--- src/hdl/htb_pkg.sv ---
// Shared types and constants for the hex text to byte parser.
// No dependencies; used by the channel interfaces and the top level.
`timescale 1ns / 1ps
`default_nettype none

package htb_pkg;

  // Result codes carried on the result channel
  typedef enum logic [1:0] {
    KIND_BYTE  = 2'd0,
    KIND_DONE  = 2'd1,
    KIND_ERROR = 2'd2
  } result_kind_t;

  // Parser phase; the fourth code is never entered and acts as between bytes
  typedef enum logic [1:0] {
    PH_IDLE = 2'd0,
    PH_HIGH = 2'd1,
    PH_DROP = 2'd2
  } phase_t;

  localparam int FIELD_W = 16;
  localparam logic [FIELD_W-1:0] FIELD_MAX = '1;

  localparam logic [7:0] CHAR_NUL   = 8'h00;
  localparam logic [7:0] CHAR_TAB   = 8'h09;
  localparam logic [7:0] CHAR_LF    = 8'h0A;
  localparam logic [7:0] CHAR_CR    = 8'h0D;
  localparam logic [7:0] CHAR_SPACE = 8'h20;
  localparam logic [7:0] CASE_BIT   = 8'h20;

endpackage

`default_nettype wire

--- src/hdl/htb_if.sv ---
// Valid/ready channel interfaces for the hex text parser: character input
// and result output. Depends on htb_pkg.
`timescale 1ns / 1ps
`default_nettype none

interface htb_char_if;
  logic       valid;
  logic       ready;
  logic [7:0] text_char;

  modport source (output valid, output text_char, input ready);
  modport sink (input valid, input text_char, output ready);
endinterface

interface htb_result_if;
  logic                         valid;
  logic                         ready;
  htb_pkg::result_kind_t        result_kind;
  logic [7:0]                   data_byte;
  logic [htb_pkg::FIELD_W-1:0]  byte_count;
  logic [htb_pkg::FIELD_W-1:0]  error_position;

  modport source (output valid, output result_kind, output data_byte,
                  output byte_count, output error_position, input ready);
  modport sink (input valid, input result_kind, input data_byte,
                input byte_count, input error_position, output ready);
endinterface

`default_nettype wire

--- src/hdl/hex_text_to_bytes.sv ---
// Hex text parser: turns a stream of ASCII hex characters into bytes.
// Depends on htb_pkg and the channel interfaces in htb_if.sv.
//
// Usage:
//   chars carries one character per beat; a zero character ends a text.
//   results carries at most one result per character: a parsed byte, a
//   success report with the byte count, or an error with the offset of
//   the offending character. After an error the rest of the text up to
//   its terminator is dropped without results.
// Timing:
//   A result is registered and available in the cycle after its character is accepted.
//   One character per cycle is accepted unless stalled; the parse state
//   updates on acceptance, and one result register sits on the output.
// Stalls:
//   chars.ready is high while the result register is empty or being taken
//   in the same cycle. A held result stops input only if the receiver
//   keeps results.ready low.
// Reset:
//   rst (synchronous) empties the result register and starts a new text
//   with zeroed counters.
`timescale 1ns / 1ps
`default_nettype none

module hex_text_to_bytes #(
  parameter int COUNT_WIDTH = 16
) (
  input  wire              clk,
  input  wire              rst,
  htb_char_if.sink         chars,
  htb_result_if.source     results
);
  import htb_pkg::*;

  phase_t                 phase, phase_next;
  logic [3:0]             high_nibble, high_nibble_next;
  logic [COUNT_WIDTH-1:0] parsed_count, parsed_count_next;
  logic [COUNT_WIDTH-1:0] char_offset, char_offset_next;

  logic                   out_valid;
  result_kind_t           out_kind;
  logic [7:0]             out_byte;
  logic [FIELD_W-1:0]     out_count;
  logic [FIELD_W-1:0]     out_pos;

  logic                   accept;
  logic [7:0]             c;
  logic [7:0]             lower;
  logic                   is_num, is_alpha, is_digit, is_sep;
  logic [3:0]             nib;

  logic                   has_result;
  result_kind_t           res_kind;
  logic [7:0]             res_byte;
  logic [FIELD_W-1:0]     res_count;
  logic [FIELD_W-1:0]     res_pos;

  function automatic logic [COUNT_WIDTH-1:0] sat_inc(logic [COUNT_WIDTH-1:0] v);
    return (v == '1) ? v : v + 1'b1;
  endfunction

  function automatic logic [FIELD_W-1:0] to_field(logic [COUNT_WIDTH-1:0] v);
    return ((v >> FIELD_W) != '0) ? FIELD_MAX : FIELD_W'(v);
  endfunction

  assign accept       = chars.valid && chars.ready;
  assign chars.ready  = !out_valid || results.ready;
  assign c            = chars.text_char;
  assign lower        = c | CASE_BIT;

  // Classify the character
  assign is_num   = (c >= 8'h30) && (c <= 8'h39);
  assign is_alpha = (lower >= 8'h61) && (lower <= 8'h66);
  assign is_digit = is_num || is_alpha;
  assign is_sep   = (c == CHAR_SPACE) || (c == CHAR_TAB) ||
                    (c == CHAR_CR) || (c == CHAR_LF);
  // a-f: low nibble of 0x61..0x66 plus 9 gives 10..15
  assign nib      = is_num ? c[3:0] : (lower[3:0] + 4'd9);

  // Next state
  always_comb begin
    phase_next        = phase;
    high_nibble_next  = high_nibble;
    parsed_count_next = parsed_count;
    char_offset_next  = char_offset;
    case (phase)
      PH_DROP: begin
        if (c == CHAR_NUL) begin
          phase_next        = PH_IDLE;
          high_nibble_next  = '0;
          parsed_count_next = '0;
          char_offset_next  = '0;
        end else begin
          char_offset_next = sat_inc(char_offset);
        end
      end
      default: begin
        if (c == CHAR_NUL) begin
          phase_next        = PH_IDLE;
          high_nibble_next  = '0;
          parsed_count_next = '0;
          char_offset_next  = '0;
        end else begin
          char_offset_next = sat_inc(char_offset);
          if (is_digit) begin
            if (phase == PH_HIGH) begin
              phase_next        = PH_IDLE;
              high_nibble_next  = '0;
              parsed_count_next = sat_inc(parsed_count);
            end else begin
              phase_next       = PH_HIGH;
              high_nibble_next = nib;
            end
          end else if (is_sep && phase != PH_HIGH) begin
            phase_next = PH_IDLE;
          end else begin
            phase_next       = PH_DROP;
            high_nibble_next = '0;
          end
        end
      end
    endcase
  end

  // Result for the current character
  always_comb begin
    has_result = 1'b0;
    res_kind   = KIND_BYTE;
    res_byte   = '0;
    res_count  = '0;
    res_pos    = '0;
    case (phase)
      PH_DROP: has_result = 1'b0;
      default: begin
        if (c == CHAR_NUL) begin
          has_result = 1'b1;
          if (phase == PH_HIGH) begin
            res_kind = KIND_ERROR;
            res_pos  = to_field(char_offset);
          end else begin
            res_kind  = KIND_DONE;
            res_count = to_field(parsed_count);
          end
        end else if (is_digit) begin
          if (phase == PH_HIGH) begin
            has_result = 1'b1;
            res_kind   = KIND_BYTE;
            res_byte   = {high_nibble, nib};
          end
        end else if (!(is_sep && phase != PH_HIGH)) begin
          has_result = 1'b1;
          res_kind   = KIND_ERROR;
          res_pos    = to_field(char_offset);
        end
      end
    endcase
  end

  always_ff @(posedge clk) begin
    if (rst) begin
      phase        <= PH_IDLE;
      high_nibble  <= '0;
      parsed_count <= '0;
      char_offset  <= '0;
      out_valid    <= 1'b0;
    end else begin
      if (accept) begin
        phase        <= phase_next;
        high_nibble  <= high_nibble_next;
        parsed_count <= parsed_count_next;
        char_offset  <= char_offset_next;
        out_valid    <= has_result;
      end else if (results.ready) begin
        out_valid <= 1'b0;
      end
    end
  end

  // Payload register: load with each accepted beat
  always_ff @(posedge clk) begin
    if (accept) begin
      out_kind  <= res_kind;
      out_byte  <= res_byte;
      out_count <= res_count;
      out_pos   <= res_pos;
    end
  end

  assign results.valid          = out_valid;
  assign results.result_kind    = out_kind;
  assign results.data_byte      = out_byte;
  assign results.byte_count     = out_count;
  assign results.error_position = out_pos;

  a_drop_silent: assert property (@(posedge clk) disable iff (rst)
    accept && phase == PH_DROP |=> !results.valid)
    else $error("result produced while dropping after an error");

  a_term_reports: assert property (@(posedge clk) disable iff (rst)
    accept && c == CHAR_NUL && phase != PH_DROP |=>
      results.valid && results.result_kind != KIND_BYTE)
    else $error("terminator did not report done or error");

  a_term_restarts: assert property (@(posedge clk) disable iff (rst)
    accept && c == CHAR_NUL |=>
      phase == PH_IDLE && parsed_count == '0 && char_offset == '0)
    else $error("terminator did not restart the text");

  a_idle_nibble: assert property (@(posedge clk) disable iff (rst)
    phase != PH_HIGH |-> high_nibble == '0)
    else $error("stale high nibble outside a byte");

  a_byte_closes: assert property (@(posedge clk) disable iff (rst)
    accept && has_result && res_kind == KIND_BYTE |=> phase == PH_IDLE)
    else $error("byte completed without returning between bytes");

endmodule

`default_nettype wire
--- src/flat_wrapper.sv ---
// flat-port wrapper written by rule: the top's interface ports become plain ports
module hex_text_to_bytes_flat import htb_pkg::*;
#(
  parameter int COUNT_WIDTH = 16
)
  (clk, rst, chars_valid, chars_text_char, chars_ready, results_valid, results_result_kind, results_data_byte, results_byte_count, results_error_position, results_ready);
  htb_char_if chars_i ();
  htb_result_if results_i ();
  input  wire clk;
  input  wire rst;
  input wire logic [$bits(chars_i.valid)-1:0] chars_valid;
  input wire logic [$bits(chars_i.text_char)-1:0] chars_text_char;
  output wire logic [$bits(chars_i.ready)-1:0] chars_ready;
  output wire logic [$bits(results_i.valid)-1:0] results_valid;
  output wire logic [$bits(results_i.result_kind)-1:0] results_result_kind;
  output wire logic [$bits(results_i.data_byte)-1:0] results_data_byte;
  output wire logic [$bits(results_i.byte_count)-1:0] results_byte_count;
  output wire logic [$bits(results_i.error_position)-1:0] results_error_position;
  input wire logic [$bits(results_i.ready)-1:0] results_ready;
  assign chars_i.valid = chars_valid;
  assign chars_i.text_char = chars_text_char;
  assign chars_ready = chars_i.ready;
  assign results_valid = results_i.valid;
  assign results_result_kind = results_i.result_kind;
  assign results_data_byte = results_i.data_byte;
  assign results_byte_count = results_i.byte_count;
  assign results_error_position = results_i.error_position;
  assign results_i.ready = results_ready;
  hex_text_to_bytes #(.COUNT_WIDTH(COUNT_WIDTH)) u_core (.clk(clk), .rst(rst), .chars(chars_i), .results(results_i));
endmodule
--- config.mk ---
export PLATFORM = sky130hd
export DESIGN_NAME = hex_text_to_bytes_flat
export DESIGN_NICKNAME = d
export VERILOG_FILES = /design/src/hdl/htb_pkg.sv /design/src/hdl/htb_if.sv /design/src/hdl/hex_text_to_bytes.sv /design/src/flat_wrapper.sv
export SDC_FILE = /design/constraint.sdc
export NUM_CORES = 1
export LEC_CHECK = 0
export ABC_CLOCK_PERIOD_IN_PS = 6300
export BUFFER_PORTS_ARGS = -buffer_cell sky130_fd_sc_hd__buf_2
export CAP_MARGIN = 10
export CELL_PAD_IN_SITES_DETAIL_PLACEMENT = 0
export CELL_PAD_IN_SITES_GLOBAL_PLACEMENT = 2
export CORE_MARGIN = 1
export CORE_UTILIZATION = 39
export CTS_CLUSTER_SIZE = 40
export DETAILED_ROUTE_END_ITERATION = 8
export PLACE_DENSITY = 0.93
export SETUP_SLACK_MARGIN = 0.02
export SKIP_LAST_GASP = 1
export SYNTH_ARGS = -nofsm -noshare
export SYNTH_HDL_FRONTEND = slang
export SYNTH_SLANG_ARGS = --single-unit
--- constraint.sdc ---
create_clock -name clk -period 6.3 [get_ports clk]
set_clock_uncertainty 0.05 [all_clocks]
set_input_delay 0.63 -clock clk [delete_from_list [all_inputs] [get_ports clk]]
set_output_delay 0.63 -clock clk [all_outputs]
set_load 0.01 [all_outputs]
==> flow_summary.json, run 1 <==
{
  "fin_crit_ns": 3.15,
  "synth_common_cells": "edfxtp_1 (42), nand2_1 (41), dfxtp_1 (39), a21oi_1 (25), inv_1 (24)",
  "path_class": "primary input to flip-flop",
  "syn-num-nets": 423,
  "required_ns": 6.42,
  "tritoncts": "done",
  "netlist_area_sq_um": 4090,
  "power.internal_mw": 0.739,
  "endpoint_kind": "flip-flop",
  "postCtsSetupBuffers": 0,
  "globalplace.congestion": 0.831,
  "ys_types": 62,
  "clk_latency_ns": 0.35,
  "vias": 3413,
  "postSynthAreaPerCell_sq_um": 10.1,
  "placed_cell_area_sq_um": 4470,
  "crit_arrival_ns": 3.27,
  "syn_inst": 405,
  "switching_share": 0.262,
  "fp.dieH_microns": 104,
  "drc": 0,
  "synth_area_leaders": "edfxtp_1 (31%), dfxtp_1 (19%), nand2_1 (3.8%)",
  "dp_hpwl_microns": 6360,
  "utilization": 0.453,
  "fin_cells": 596,
  "root_buffer": "clkbuf_8",
  "grt.total_usage": 0.184,
  "synth.most_common_cell": "edfxtp_1",
  "fp-row-count": 37,
  "numClockSinks": 81,
  "worstMarginPinSlew_ns": 1.17,
  "power.switching_mw": 0.262,
  "outcome": "completed",
  "cp-start-kind": "primary input",
  "fin_area_sq_um": 4630,
  "wl_microns": 9680,
  "initial_core_util": 0.400,
  "setup_tns_ns": 0,
  "io_pins": 56,
  "viasPerCell": 5.73,
  "yosys_warnings": 0,
  "cts_resized": 0,
  "fin_total_pwr_mw": 1.00,
  "drt_iter0_markers": 216,
  "clockBufferDepth": 2,
  "rrSetupSlack_ns": 3.37,
  "async_flop_share": 0,
  "clock.fmax_ghz": 0.317,
  "powerDensity_nw_per_um2": 216,
  "synth.top_cell.area_share": 0.308,
  "synth_edf_count": 42,
  "ys.flop_type": "edfxtp_1",
  "p_clk_frac": 0.331,
  "die_area_sq_um": 10900,
  "ys_ff_latch": 81,
  "finalSetupViolCount": 0,
  "dp_cells": 580,
  "seqPwrFrac": 0.580,
  "pwr-share-comb": 0.089,
  "cap_violations": 0,
  "final_layout_size_suffix_gt1_frac": 0.183,
  "rsz0062_at_grt": "false",
  "cts_made_buffers": 9,
  "pre_cts_slack_ns": 2.79,
  "area_growth_pct": 13.2,
  "fin_hold_ws_ns": 0.424,
  "yosysSeqAreaShare": 0.499,
  "grt-ovfl-total": 0,
  "placement.io_buffers": 55,
  "slew_headroom": 0.217,
  "post-route-period-util": 0.501,
  "grt_pass1_wl_microns": 15800,
  "p_leak_nw": 1.62,
  "cts.hold.buffers_added": 0,
  "setup_slack_ns": 3.15,
  "grt_max_degree": 51,
  "fin_nets": 473,
  "wl_per_cell_microns": 16.2,
  "ant_nets": 0,
  "peakVddDrop_v": 0.0000876,
  "finalHoldViolCount": 0,
  "num_antenna_cells": 0,
  "htreeDepth": 3,
  "die_w_microns": 104,
  "hold_path.class": "flip-flop to flip-flop",
  "path_max_fanout": 13,
  "antenna_found_initial": 0,
  "yosysTopAreaCell": "edfxtp_1",
  "cts.clk_slew.worst_paths_ns": 0.08,
  "coreArea_sq_um": 10200,
  "dr.pass1.iters": 5,
  "grt_pass1_vias": 3073,
  "slew_violations": 0
}
## layout by cell type (no fill, tap or decap), types with 14 or more instances in the layout
master and count:
dfxtp_1 39, o32ai_1 16, inv_1 24, a21oi_1 25
buf_2 55, or3_1 14, o21ai_0 22, edfxtp_1 42
nand2_1 41, and2_1 21
## final timing paths
kind / cells past startpoint / start / endpoint
max: 8 / chars_text_char[1] / u_core.parsed_count[9]
min: 2 / u_core.high_nibble[0] / u_core.high_nibble[0]
max reg2reg: 5 / u_core.phase[0] / u_core.parsed_count[9]
min reg2reg: 2 / u_core.high_nibble[0] / u_core.high_nibble[0]
## worst max-delay path, stage by stage
cell,delay (ns)
buf_2,0.13
inv_1,0.08
ha_1,0.27
o21bai_4,0.09
a2111oi_4,0.70
o21ai_2,0.17
a21oi_1,0.95
a221oi_1,0.25
## state kept, by name, summed over array words and instances (netlist names)
name / cells
u_core.char_offset: 16
u_core.parsed_count: 16
u_core.results.byte_count: 16
u_core.results.error_position: 16
u_core.results.data_byte: 8
u_core.high_nibble: 4
u_core.phase: 2
u_core.results.result_kind: 2
u_core.results.valid: 1
## final cells by class
| class | instances | area (sq um) |
|---|---|---|
| well taps | 136 | 170 |
| multi-input cells | 279 | 1860 |
| repair buffers | 59 | 305 |
| flip-flops and latches | 81 | 2040 |
| fillers | 977 | 5600 |
| inverters | 25 | 93.8 |
| clock inverters | 6 | 35.0 |
| clock buffers | 10 | 128 |
## kinds of logic after synthesis
family | count (synthesis) | share of synthesized area
adder cells (fa/ha/maj) | 6 | 0.0183
flip-flops | 81 | 0.499
multiplexers | 2 | 0.00489
AND/OR/NAND/NOR | 149 | 0.201
buffers and inverters | 45 | 0.0468
XOR/XNOR | 4 | 0.00856
AO/OA/AOI/OAI | 118 | 0.221
## layer usage
| layer | global-route usage | up-vias | routed length (microns) |
|---|---|---|---|
| met5 | 0 | - | 0 |
| met4 | 0.0582 | 0 | 99 |
| met3 | 0.0338 | 12 | 590 |
| met2 | 0.273 | 131 | 4320 |
| met1 | 0.269 | 1636 | 4670 |
| li1 | - | 1634 | - |
## power by group through the flow
stage | Combinational (mW) | Sequential (mW) | Clock (mW)
2_1_floorplan | 0.0509 | 0.596 | 0
3_3_place_gp | 0.0875 | 0.593 | 0
3_5_place_dp | 0.0891 | 0.594 | 0
4_1_cts | 0.0896 | 0.582 | 0.337
5_1_grt | 0.0976 | 0.583 | 0.356
6_report | 0.0890 | 0.581 | 0.331
Note: power is estimated with default switching activity, not from simulation.
==> inputs of run 2 (changes only) <==
--- a/config.mk
+++ b/config.mk
@@ -5,16 +5,17 @@
 export SDC_FILE = /design/constraint.sdc
 export NUM_CORES = 1
 export LEC_CHECK = 0
-export ABC_CLOCK_PERIOD_IN_PS = 6300
+export ABC_AREA = 1
+export ABC_CLOCK_PERIOD_IN_PS = 2900
 export BUFFER_PORTS_ARGS = -buffer_cell sky130_fd_sc_hd__buf_2
 export CAP_MARGIN = 10
 export CELL_PAD_IN_SITES_DETAIL_PLACEMENT = 0
 export CELL_PAD_IN_SITES_GLOBAL_PLACEMENT = 2
 export CORE_MARGIN = 1
-export CORE_UTILIZATION = 39
+export CORE_UTILIZATION = 30
 export CTS_CLUSTER_SIZE = 40
 export DETAILED_ROUTE_END_ITERATION = 8
-export PLACE_DENSITY = 0.93
+export PLACE_DENSITY = 0.84
 export SETUP_SLACK_MARGIN = 0.02
 export SKIP_LAST_GASP = 1
 export SYNTH_ARGS = -nofsm -noshare
==> constraint.sdc (replaced) <==
create_clock -name clk -period 2.9 [get_ports clk]
set_clock_uncertainty 0.05 [all_clocks]
set_input_delay 0.29 -clock clk [delete_from_list [all_inputs] [get_ports clk]]
set_output_delay 0.29 -clock clk [all_outputs]
set_load 0.01 [all_outputs]
==> flow_summary.json, run 2 <==
{
  "outcome": "completed",
  "startpoint": "u_core.parsed_count[1]",
  "fp.dieH_microns": 121,
  "path_class": "flip-flop to flip-flop",
  "initial_core_util": 0.306,
  "numClockSinks": 81,
  "critPathMaxStageDelay_ns": 0.37,
  "pwr-share-comb": 0.077,
  "wl_per_cell_microns": 12.6,
  "finalSetupViolCount": 0,
  "ff_latch_area_sq_um": 2040,
  "finalHoldViolCount": 0,
  "coreArea_sq_um": 13900,
  "rsz0062_at_grt": "false",
  "final_layout_size_suffix_gt1_frac": 0.171,
  "htreeDepth": 3,
  "placement.io_buffers": 55,
  "wl_microns": 9890,
  "slew_violations": 0,
  "final_common_cell": "nand2_1",
  "p_leak_nw": 2.05,
  "rr_startpoint": "u_core.parsed_count[1]",
  "synth_edf_count": 42,
  "grt_util_met2": 0.221,
  "die_area_sq_um": 14700,
  "viasPerCell": 4.50,
  "crit_path_top_delay_cell": "dfxtp_1",
  "syn_inst": 551,
  "grt.total_usage": 0.143,
  "ys_ff_latch": 81,
  "path_max_fanout": 20,
  "synth_common_cells": "nand2_1 (131), nor2_1 (106), inv_1 (61), nand3_1 (57), edfxtp_1 (42)",
  "slew_headroom": 0.501,
  "grt-busiest-layer": "met2",
  "setup_tns_ns": 0,
  "pre_cts_slack_ns": 0.585,
  "async_flop_share": 0,
  "num_antenna_cells": 0,
  "dr.pass1.iters": 4,
  "timing.critical_path.buf_inv": 1,
  "n_fill_cell": 1482,
  "required_ns": 3.07,
  "clock.fmax_ghz": 0.476,
  "cts.hold.buffers_added": 0,
  "post-route-period-util": 0.724,
  "worstHoldStart": "results_ready",
  "cts_resized": 0,
  "grt_pass1_vias": 3306,
  "fin_nets": 621,
  "clockBufferDepth": 2,
  "switching_share": 0.226,
  "vias": 3539,
  "power.internal_mw": 1.96,
  "die_w_microns": 121,
  "clk_latency_ns": 0.33,
  "cts_made_buffers": 9,
  "crit_chain": "ha_1 -> nand3_1 -> nor2_2 -> nand3_2 -> nor2_2 -> nand3_2 -> nand2_4 -> inv_4 -> nor2_1 -> nor2_1",
  "power.switching_mw": 0.570,
  "yosysTopAreaCell": "edfxtp_1",
  "cts.clk_slew.worst_paths_ns": 0.05,
  "powerDensity_nw_per_um2": 509,
  "postCtsSetupBuffers": 0,
  "synth_area_leaders": "edfxtp_1 (30%), dfxtp_1 (18%), nand2_1 (12%)",
  "tritoncts": "done",
  "drt_iter0_markers": 226,
  "peakVddDrop_v": 0.000246,
  "multiInputGateArea_sq_um": 1850,
  "grt_pass1_wl_microns": 16300,
  "globalplace.congestion": 0.823,
  "synth.top_cell.area_share": 0.297,
  "setup_slack_ns": 0.801,
  "io_pins": 56,
  "cp-start-kind": "flip-flop",
  "cap_violations": 0,
  "crit_arrival_ns": 2.27,
  "critPathTopFamily": "simple AND/OR/NAND/NOR gates",
  "root_buffer": "clkbuf_16",
  "drc": 0,
  "yosys_warnings": 0,
  "ys.flop_type": "edfxtp_1",
  "fin_total_pwr_mw": 2.52,
  "worstMarginPinSlew_ns": 0.748,
  "grtUsageMet3": 0.0268,
  "grt_use_met1": 0.197,
  "p_clk_frac": 0.426,
  "fp-row-count": 43,
  "syn-num-nets": 569,
  "postSynthAreaPerCell_sq_um": 7.72,
  "endpoint_kind": "flip-flop",
  "synth.most_common_cell": "nand2_1",
  "ys_types": 36,
  "dp_hpwl_microns": 7140,
  "fin_crit_ns": 2.10,
  "layout_common_cells": "nand2_1 (131), nor2_1 (106), inv_1 (61)",
  "seqPwrFrac": 0.497,
  "antenna_found_initial": 0,
  "grt-ovfl-total": 0,
  "grt_max_degree": 33,
  "yosysSeqAreaShare": 0.480,
  "area_growth_pct": 16.6,
  "hold_path.class": "primary input to flip-flop",
  "ant_nets": 0,
  "netlist_area_sq_um": 4250
}
run 2: routing by layer:
layer | up-vias | part of all wire
met5 | - | 0
met4 | 0 | 0.0095
met3 | 7 | 0.046
met2 | 89 | 0.45
met1 | 1586 | 0.50
li1 | 1857 | -
run 2: logic make-up after synthesis:
kind of cell / count (synthesis) / share of synthesized area
AND/OR/NAND/NOR: 331 / 0.344
adder cells (fa/ha/maj): 6 / 0.0177
AO/OA/AOI/OAI: 36 / 0.0497
flip-flops: 81 / 0.480
buffers and inverters: 85 / 0.0841
XOR/XNOR: 12 / 0.0247
run 2: power groups by stage:
stage          sequential [mW]  combinational [mW]  clock (mW)
6_report                  1.25               0.194        1.08
3_3_place_gp              1.28               0.196           0
2_1_floorplan             1.30               0.105           0
4_1_cts                   1.26               0.198        1.11
3_5_place_dp              1.28               0.198           0
5_1_grt                   1.26               0.218        1.15
run 2: final cells by class:
cell class,count,area share
timing repair buffer,56,0.0596
tap,180,0.0454
clock inverter,5,0.00984
sequential,81,0.412
clock buffer,10,0.0462
inverter,70,0.0535
multi-input combinational,385,0.374
run 2: per-stage QoR:
step | cells | area, sq um | hold WS (ns) | utilization
6_report | 787 | 4960 | 0.217 | 0.357
4_1_cts | 787 | 4960 | 0.211 | 0.357
3_3_place_gp | 772 | 4680 | 0.404 | 0.337
2_1_floorplan | 551 | 4250 | 0.309 | -
5_1_grt | 787 | 4960 | 0.223 | 0.357
3_5_place_dp | 772 | 4680 | 0.413 | 0.337
run 2: worst min-delay path, cell delays in order:
cell and delay (ns):
buf_2 0.07, inv_1 0.03, nand2_1 0.09, a21oi_1 0.07
run 2: worst paths after layout:
kind | to | slack [ns] | cells past startpoint
worst max-delay path | u_core.parsed_count[1] | 0.80 | 10
worst min-delay path | u_core.results.valid | 0.22 | 4
worst max register to register | u_core.parsed_count[1] | 0.80 | 10
worst min register to register | u_core.high_nibble[0] | 0.42 | 2
